$ cat src/vzc_pkg.sv
package vzc_pkg;

    localparam int GROUP_BITS   = 7;
    localparam int NARROW_W     = 32;
    localparam int WIDE_W       = 64;
    localparam int NARROW_LIMIT = 5;
    localparam int WIDE_LIMIT   = 10;
    localparam int CNT_W        = 4;
    // bits the final group keeps in each width
    localparam int NARROW_TAIL  = NARROW_W - GROUP_BITS * (NARROW_LIMIT - 1);
    localparam int WIDE_TAIL    = WIDE_W - GROUP_BITS * (WIDE_LIMIT - 1);
    // decode accumulator holds every group of a wide value
    localparam int ACC_W        = GROUP_BITS * WIDE_LIMIT;

    localparam logic OP_ENCODE = 1'b0;
    localparam logic OP_DECODE = 1'b1;

    typedef struct packed {
        logic              opcode;
        logic [WIDE_W-1:0] value;
        logic [7:0]        in_byte;
        logic              wide;
        logic              zigzag;
    } t_in_item;

    typedef struct packed {
        logic [7:0]        out_byte;
        logic              is_byte;
        logic              last;
        logic [WIDE_W-1:0] decoded;
    } t_out_item;

endpackage

$ cat src/vzc_enc.sv
module vzc_enc (
    input  logic              i_clk,
    input  logic              i_rst_n,
    input  logic              i_start,
    input  vzc_pkg::t_in_item i_item,
    output logic              o_busy,
    output logic              o_res_valid,
    output vzc_pkg::t_out_item o_res,
    input  logic              i_res_ready
);

    logic                         r_busy;
    logic [vzc_pkg::WIDE_W-1:0]   r_v;
    logic [vzc_pkg::WIDE_W-1:0]   n_v;
    logic [vzc_pkg::NARROW_W-1:0] v32;
    logic                         more;

    // zigzag: (n << 1) ^ sign-fill at the selected width
    always_comb begin
        v32 = i_item.value[vzc_pkg::NARROW_W-1:0];
        if (i_item.wide) begin
            n_v = i_item.value;
            if (i_item.zigzag) begin
                n_v = {i_item.value[vzc_pkg::WIDE_W-2:0], 1'b0}
                    ^ {vzc_pkg::WIDE_W{i_item.value[vzc_pkg::WIDE_W-1]}};
            end
        end else begin
            if (i_item.zigzag) begin
                v32 = {v32[vzc_pkg::NARROW_W-2:0], 1'b0}
                    ^ {vzc_pkg::NARROW_W{v32[vzc_pkg::NARROW_W-1]}};
            end
            n_v = {{(vzc_pkg::WIDE_W-vzc_pkg::NARROW_W){1'b0}}, v32};
        end
    end

    assign more = |r_v[vzc_pkg::WIDE_W-1:vzc_pkg::GROUP_BITS];

    always_comb begin
        o_res          = '0;
        o_res.out_byte = {more, r_v[vzc_pkg::GROUP_BITS-1:0]};
        o_res.is_byte  = 1'b1;
        o_res.last     = !more;
    end

    assign o_res_valid = r_busy;
    assign o_busy      = r_busy;

    always_ff @(posedge i_clk) begin
        if (!i_rst_n) begin
            r_busy <= 1'b0;
        end else if (i_start) begin
            r_busy <= 1'b1;
            r_v    <= n_v;
        end else if (r_busy && i_res_ready) begin
            r_busy <= more;
            r_v    <= r_v >> vzc_pkg::GROUP_BITS;
        end
    end

endmodule

$ cat src/vzc_dec.sv
module vzc_dec (
    input  logic              i_clk,
    input  logic              i_rst_n,
    input  logic              i_start,
    input  vzc_pkg::t_in_item i_item,
    output logic              o_busy,
    output logic              o_res_valid,
    output vzc_pkg::t_out_item o_res,
    input  logic              i_res_ready
);

    typedef enum logic [1:0] {
        S_IDLE,
        S_ALIGN,
        S_HOLD
    } t_state;

    localparam logic [vzc_pkg::GROUP_BITS-1:0] NARROW_MASK =
        vzc_pkg::GROUP_BITS'((1 << vzc_pkg::NARROW_TAIL) - 1);
    localparam logic [vzc_pkg::GROUP_BITS-1:0] WIDE_MASK =
        vzc_pkg::GROUP_BITS'((1 << vzc_pkg::WIDE_TAIL) - 1);

    t_state                            r_state;
    logic [vzc_pkg::ACC_W-1:0]         r_acc;
    logic [vzc_pkg::CNT_W-1:0]         r_count;
    logic [vzc_pkg::CNT_W-1:0]         r_left;
    logic                              r_wide;
    logic                              r_zz;
    logic [vzc_pkg::CNT_W-1:0]         n_count;
    logic [vzc_pkg::CNT_W-1:0]         limit;
    logic [vzc_pkg::GROUP_BITS-1:0]    grp;
    logic                              fin;
    logic [vzc_pkg::WIDE_W-1:0]        a;
    logic [vzc_pkg::NARROW_W-1:0]      r32;
    logic [vzc_pkg::WIDE_W-1:0]        result;

    // drop group bits that land past the width
    function automatic logic [vzc_pkg::GROUP_BITS-1:0] group_keep(
        input logic [vzc_pkg::GROUP_BITS-1:0] g,
        input logic [vzc_pkg::CNT_W-1:0]      k,
        input logic                           w
    );
        logic [vzc_pkg::GROUP_BITS-1:0] m;
        if (w) begin
            if (k < vzc_pkg::CNT_W'(vzc_pkg::WIDE_LIMIT - 1)) m = '1;
            else if (k == vzc_pkg::CNT_W'(vzc_pkg::WIDE_LIMIT - 1)) m = WIDE_MASK;
            else m = '0;
        end else begin
            if (k < vzc_pkg::CNT_W'(vzc_pkg::NARROW_LIMIT - 1)) m = '1;
            else if (k == vzc_pkg::CNT_W'(vzc_pkg::NARROW_LIMIT - 1)) m = NARROW_MASK;
            else m = '0;
        end
        return g & m;
    endfunction

    always_comb begin
        grp     = group_keep(i_item.in_byte[vzc_pkg::GROUP_BITS-1:0], r_count, i_item.wide);
        n_count = r_count + vzc_pkg::CNT_W'(1);
        limit   = i_item.wide ? vzc_pkg::CNT_W'(vzc_pkg::WIDE_LIMIT)
                              : vzc_pkg::CNT_W'(vzc_pkg::NARROW_LIMIT);
        fin     = !i_item.in_byte[7] || (n_count >= limit);
    end

    // groups enter at the top; alignment shifts group 0 down to bit 0
    always_comb begin
        a   = r_acc[vzc_pkg::WIDE_W-1:0];
        r32 = a[vzc_pkg::NARROW_W-1:0];
        if (r_wide) begin
            result = a;
            if (r_zz) begin
                result = (a >> 1) ^ {vzc_pkg::WIDE_W{a[0]}};
            end
        end else if (r_zz) begin
            r32    = (r32 >> 1) ^ {vzc_pkg::NARROW_W{r32[0]}};
            result = {{(vzc_pkg::WIDE_W-vzc_pkg::NARROW_W){r32[vzc_pkg::NARROW_W-1]}}, r32};
        end else begin
            result = {{(vzc_pkg::WIDE_W-vzc_pkg::NARROW_W){1'b0}}, r32};
        end
    end

    always_comb begin
        o_res         = '0;
        o_res.is_byte = 1'b0;
        o_res.last    = 1'b1;
        o_res.decoded = result;
    end

    assign o_res_valid = (r_state == S_HOLD);
    assign o_busy      = (r_state != S_IDLE);

    always_ff @(posedge i_clk) begin
        if (!i_rst_n) begin
            r_state <= S_IDLE;
            r_acc   <= '0;
            r_count <= '0;
            r_left  <= '0;
            r_wide  <= 1'b0;
            r_zz    <= 1'b0;
        end else begin
            case (r_state)
                S_IDLE: begin
                    if (i_start) begin
                        r_acc   <= {grp, r_acc[vzc_pkg::ACC_W-1:vzc_pkg::GROUP_BITS]};
                        r_count <= n_count;
                        if (fin) begin
                            r_left  <= vzc_pkg::CNT_W'(vzc_pkg::WIDE_LIMIT) - n_count;
                            r_wide  <= i_item.wide;
                            r_zz    <= i_item.zigzag;
                            r_state <= S_ALIGN;
                        end
                    end
                end
                S_ALIGN: begin
                    if (r_left != '0) begin
                        r_acc  <= r_acc >> vzc_pkg::GROUP_BITS;
                        r_left <= r_left - vzc_pkg::CNT_W'(1);
                    end else begin
                        r_state <= S_HOLD;
                    end
                end
                S_HOLD: begin
                    if (i_res_ready) begin
                        r_acc   <= '0;
                        r_count <= '0;
                        r_state <= S_IDLE;
                    end
                end
                default: begin
                    r_state <= S_IDLE;
                end
            endcase
        end
    end

endmodule

$ cat src/varint_zigzag_codec_unit.sv
// channel  ports                                 item
// input    i_in_valid / o_in_ready / i_in_item   t_in_item: opcode, value, in_byte, wide, zigzag
// output   o_out_valid / i_out_ready / o_out_item t_out_item: out_byte, is_byte, last, decoded
//
// Encode: 1 to 10 output bytes, one per cycle unless the output stalls, from a 7-bit digit shift register;
//   the next item is taken once the last byte has entered the output register.
// Decode: a byte that continues the value is taken while the unit stays idle. The final byte
//   starts an alignment by 10 - n groups (n groups received), then the result is held.
// Reset (synchronous, i_rst_n low) clears the accumulator, counters and valids.
// A stalled output freezes the encoder and holds the decoder's result; input waits while a unit is busy.
module varint_zigzag_codec_unit (
    input  logic               i_clk,
    input  logic               i_rst_n,
    input  logic               i_in_valid,
    output logic               o_in_ready,
    input  vzc_pkg::t_in_item  i_in_item,
    output logic               o_out_valid,
    input  logic               i_out_ready,
    output vzc_pkg::t_out_item o_out_item
);

    logic               enc_busy;
    logic               enc_res_valid;
    vzc_pkg::t_out_item enc_res;
    logic               dec_busy;
    logic               dec_res_valid;
    vzc_pkg::t_out_item dec_res;
    logic               take;
    logic               in_acc;
    logic               r_out_valid;
    vzc_pkg::t_out_item r_out_item;

    assign o_in_ready = !enc_busy && !dec_busy;
    assign in_acc     = i_in_valid && o_in_ready;
    assign take       = !r_out_valid || i_out_ready;

    vzc_enc u_enc (
        .i_clk       (i_clk),
        .i_rst_n     (i_rst_n),
        .i_start     (in_acc && (i_in_item.opcode == vzc_pkg::OP_ENCODE)),
        .i_item      (i_in_item),
        .o_busy      (enc_busy),
        .o_res_valid (enc_res_valid),
        .o_res       (enc_res),
        .i_res_ready (take)
    );

    vzc_dec u_dec (
        .i_clk       (i_clk),
        .i_rst_n     (i_rst_n),
        .i_start     (in_acc && (i_in_item.opcode == vzc_pkg::OP_DECODE)),
        .i_item      (i_in_item),
        .o_busy      (dec_busy),
        .o_res_valid (dec_res_valid),
        .o_res       (dec_res),
        .i_res_ready (take)
    );

    always_ff @(posedge i_clk) begin
        if (!i_rst_n) begin
            r_out_valid <= 1'b0;
        end else if (take) begin
            r_out_valid <= enc_res_valid || dec_res_valid;
            r_out_item  <= enc_res_valid ? enc_res : dec_res;
        end
    end

    assign o_out_valid = r_out_valid;
    assign o_out_item  = r_out_item;

    a_one_source: assert property (@(posedge i_clk) disable iff (!i_rst_n)
        !(enc_res_valid && dec_res_valid))
        else $error("both units offer a result");

    a_ready_idle: assert property (@(posedge i_clk) disable iff (!i_rst_n)
        o_in_ready |-> (!enc_res_valid && !dec_res_valid))
        else $error("input ready while a result is pending");

    a_dec_last: assert property (@(posedge i_clk) disable iff (!i_rst_n)
        (o_out_valid && !o_out_item.is_byte) |-> (o_out_item.last && o_out_item.out_byte == 8'd0))
        else $error("decoded item malformed");

endmodule
$ cat config.mk
export PLATFORM = sky130hd
export DESIGN_NAME = varint_zigzag_codec_unit
export DESIGN_NICKNAME = d
export VERILOG_FILES = /design/src/vzc_pkg.sv /design/src/vzc_enc.sv /design/src/vzc_dec.sv /design/src/varint_zigzag_codec_unit.sv
export SDC_FILE = /design/constraint.sdc
export NUM_CORES = 1
export LEC_CHECK = 0
export BUFFER_PORTS_ARGS = -buffer_cell sky130_fd_sc_hd__buf_2
export CORE_AREA = 3 3 165 183
export CTS_BUF_LIST = sky130_fd_sc_hd__clkbuf_16
export DETAILED_ROUTE_END_ITERATION = 7
export DIE_AREA = 0 0 168 186
export HOLD_SLACK_MARGIN = 0.03
export MAX_ROUTING_LAYER = met4
export PLACE_DENSITY = 0.63
export SETUP_SLACK_MARGIN = 0.1
export SLEW_MARGIN = 20
export SYNTH_ARGS = -nofsm -noshare
export SYNTH_HDL_FRONTEND = slang
export SYNTH_SLANG_ARGS = --single-unit
$ cat constraint.sdc
create_clock -name i_clk -period 14.9 [get_ports i_clk]
set_input_delay 1.49 -clock i_clk [delete_from_list [all_inputs] [get_ports i_clk]]
set_output_delay 1.49 -clock i_clk [all_outputs]
set_load 0.005 [all_outputs]
==> summary by stage <==
Outcome
The run finished with clean final reports.

STA
The transition time of the tightest slew-check pin is 1.08 ns. Subtracting the final worst setup slack from the clock period gives 3.33 ns. Clock skew on the completed layout was measured at 0.00889 ns. The post-route worst hold slack is 0.456 ns. The number of max-slew violations in the final report is 0. Setup repair after global routing left no endpoint under its margin. Derived from the worst setup path, the maximum achievable clock frequency is 300 MHz. The worst slew slack as a fraction of its limit is 28.0%. The final count of hold timing violations was 0.

The setup violation total in the final timing report is 0. In the finished design, the share of the clock period the worst path needs comes to 22.3%. For the final routed database, the setup TNS stands at 0 ns.

Worst setup path
The worst setup path startpoint is u_dec.r_state[0]. For this design, the slowest cell found on the critical path is ha_1. In this run the critical register-to-register path is launched from u_dec.r_state[0].

Of all nets on the critical path, the largest fanout is 9. The worst setup path is launched from a flip-flop. The signal on the critical path passes through inv_1 -> ha_1 -> nor2b_4 -> buf_2.

The category of the most critical setup path is flip-flop to output pin. For this run, the slowest stage of the critical path takes 0.41 ns. At the worst endpoint, the required time is 13.41 ns. The worst setup path is captured at an output pin. Data arrives at the worst endpoint at 1.84 ns.

Power and ir drop
Dividing total power by cell area gives a power density of 110 nW/um^2. The register share of total power is 49.0%. The standby leakage power is 4.70 nW. The sum of internal, switching and leakage power is 1.43 mW.

The peak supply drop is 0.0875 mV. The share of total power in combinational logic is 12.9%. The reported net switching power is 0.369 mW. Net switching is 25.7% of the power. Internal power comes to 1.06 mW. The power share of the clock group is 38.1%.

Floorplan
The core region is 28500 sq um. The die height is 186 um. Measured along the x axis, the die boundary spans 168 um. The die area is 31200 sq um. 155 I/O pins were placed. The site row count is 65. The initial core utilization is 39.7%.

Placed design
The HPWL after detailed placement is 17200 um. The final RePlAce weighted congestion is 0.833. The quantity of I/O buffers inserted on ports is 154. The number of cells in the design after placement is 1640.

Global route
The remaining global-route overflow is 0. The global-route wire length before repair is 41600 um. For this run, the total global-route usage over all layers was measured as 16.6%.

The via count of the first global-routing pass is 8238. Entering global routing, the biggest net connects 99 pins. The initial antenna violation count is 4.

Clock tree
The TritonCTS clock tree is built. The number of clock sinks is 222. After clock tree synthesis, the clock-pin slew on the worst setup and hold paths is 0.06 ns.

The number of clock buffers inserted by TritonCTS is 24. After clock tree synthesis, the setup repair step added 0 buffers. At the later pin of the worst-skew pair, clock insertion delay measures 0.50 ns. CTS built an H-tree with a depth of 1. The CTS root buffer is clkbuf_16.

The hold-fix buffer count after cts is 0. The number of instances resized during post-cts repair is 0. In this run the deepest clock path goes through 3 buffers.

Detailed routing
The detailed-router iteration count before antenna repair is 5. The wire length per cell is 15.3 um. Using the TritonRoute via totals, the vias-per-cell ratio works out to 5.10.

In this run, the number of DRC markers left after iteration 0 of detailed routing was 613. The post-detailed-routing wire length is 25800 um. The residual antenna-violating net count after detailed routing is 0.

The final routed DRC violation total is 0. The total number of vias is 8610.

Yosys
Yosys mapped the design onto 42 distinct sky130hd cell types. The average cell area after synthesis is 9.41 sq um. Multiplexer cells account for 3.00% of the synthesized area. The fraction of the mapped netlist area in adder cells is 1.55%.

The synthesis warning total is 0. The synthesized netlist cell count is 1204. In this run, synthesis inferred 138 flip-flops with an integrated enable. The post-synth design cell area is 11300 sq um. Sequential elements use 51.4% of the synthesized area. The combinational family with the most area after synthesis is simple AND/OR/NAND/NOR gates. In this run, synthesis produced a sequential element count of 222.

In the synthesized netlist the dominant register cell turns out to be edfxtp_1. Of the total synthesized cell area, the portion taken by AND, OR, NAND and NOR gates is 16.2%. The net count after synthesis is 1297. Summing the areas of all xor and xnor instances in the mapped netlist gives 10.1% of the synthesized area.

Counting flops with an async set or reset pin after synthesis yields a share of 0%. Summing the areas of all compound-gate instances in the mapped netlist gives 13.5% of the synthesized area.

Layout
The number of nets in the final layout is 1391. From synthesis to final layout, the design area changed by 14.7%. In the final layout, the share of cells above drive strength 1 is 16.0%. The post-route non-filler standard cell count is 1688.

Min path
The tightest min-delay check is of the flip-flop to flip-flop type. The startpoint of the most critical hold path is u_dec.r_acc[66].

Flow run
Across the run, the number of max-cap violations was 0.
## power by group through the flow
stage	sequential [mW]	clock, mW	combinational [mW]
floorplan	0.715	0	0.132
global placement	0.715	0	0.184
detailed placement	0.716	0	0.187
CTS	0.703	0.559	0.188
global route	0.705	0.587	0.208
finish	0.703	0.546	0.185
## final cells by class
type,instances,area (sq um)
flip-flops and latches,222,5830
inverters,13,48.8
clock inverters,18,78.8
multi-input cells,871,5050
well taps,368,460
fillers,2679,15500
diodes,4,10.0
repair buffers,166,863
clock buffers,26,651
## cell usage in the layout (no fill, tap or decap), drive strengths merged, types with 3 or more instances in the layout
| cell | count |
|---|---|
| a2111oi | 3 |
| a211oi | 37 |
| a21oi | 101 |
| a22oi | 17 |
| a31oi | 4 |
| and2 | 8 |
| buf | 166 |
| clkbuf | 26 |
| clkinv | 6 |
| dfxtp | 84 |
| diode | 4 |
| edfxtp | 138 |
| ha | 14 |
| inv | 23 |
| mux2i | 34 |
| nand2 | 196 |
| nand2b | 5 |
| nand3 | 77 |
| nand4 | 4 |
| nor2 | 106 |
| nor2b | 6 |
| nor3 | 5 |
| nor4 | 14 |
| o21ai | 96 |
| xnor2 | 124 |
| xor2 | 7 |
## metal layers
metal	wire [um]	global-route usage (%)
met3	1340	2.59
met2	12700	28.5
met5	0	-
met1	11100	20.3
met4	641	4.78
## worst max-delay path: cells and delay by family, from the launching register on
family                     cells  cell delay (ns)
DFF                            1             0.34
buffers and inverters          2             0.28
adders and majority gates      1             0.41
and+or+nand+nor                1             0.30
## kinds of logic after synthesis
logic type | count (synthesis)
multiplexers | 34
flip-flops | 222
buffers and inverters | 111
adder cells (fa/ha/maj) | 14
AND/OR/NAND/NOR | 426
AO/OA/AOI/OAI | 266
XOR/XNOR | 131
## sequential cells by signal, summed over array words and instances (netlist names)
signal,flops
o_out_valid,1
u_dec.r_left,4
o_out_item,74
u_dec.r_acc,70
u_dec.r_wide,1
u_enc.o_busy,1
u_enc.r_v,64
u_dec.r_state,2
u_dec.r_count,4
u_dec.r_zz,1
## final timing paths
path                          end  slack, ns  cells past startpoint
setup / recovery       o_in_ready      11.57                      4
hold / removal    u_dec.r_acc[66]       0.46                      2
setup reg to reg    u_enc.r_v[58]      11.77                      8
hold reg to reg   u_dec.r_acc[66]       0.46                      2
## cell usage after synthesis, types with 2 or more instances
cell | count | area, sq um
a21oi_1 | 101 | 505
buf_2 | 8 | 40.0
and2_1 | 8 | 50.1
inv_1 | 13 | 48.8
dfxtp_1 | 84 | 1680
nor4_1 | 14 | 87.6
xnor2_1 | 124 | 1090
nor2b_1 | 5 | 31.3
ha_1 | 14 | 175
edfxtp_1 | 138 | 4140
a22oi_1 | 17 | 128
a2111oi_0 | 2 | 17.5
clkbuf_1 | 74 | 278
mux2i_1 | 34 | 340
nand2_1 | 196 | 736
nor3_1 | 5 | 25.0
a31oi_1 | 4 | 25.0
nand2b_1 | 5 | 31.3
a211oi_1 | 37 | 278
nand3_1 | 76 | 380
buf_6 | 8 | 90.1
a21o_1 | 2 | 15.0
o21ai_1 | 2 | 10.0
nand4_1 | 4 | 25.0
nor2_1 | 106 | 398
buf_1 | 8 | 30.0
xor2_1 | 7 | 61.3
o21ai_0 | 94 | 470
## metrics by stage
stage	worst slack (ns)	cell area (sq um)	util, %
finish	11.57	13000	45.5
CTS	11.54	13000	45.5
floorplan	9.19	11300	-
detailed placement	11.29	12300	42.9
global route	11.49	13000	45.5
global placement	11.32	12300	42.9
Power figures use the tool's default switching activity.
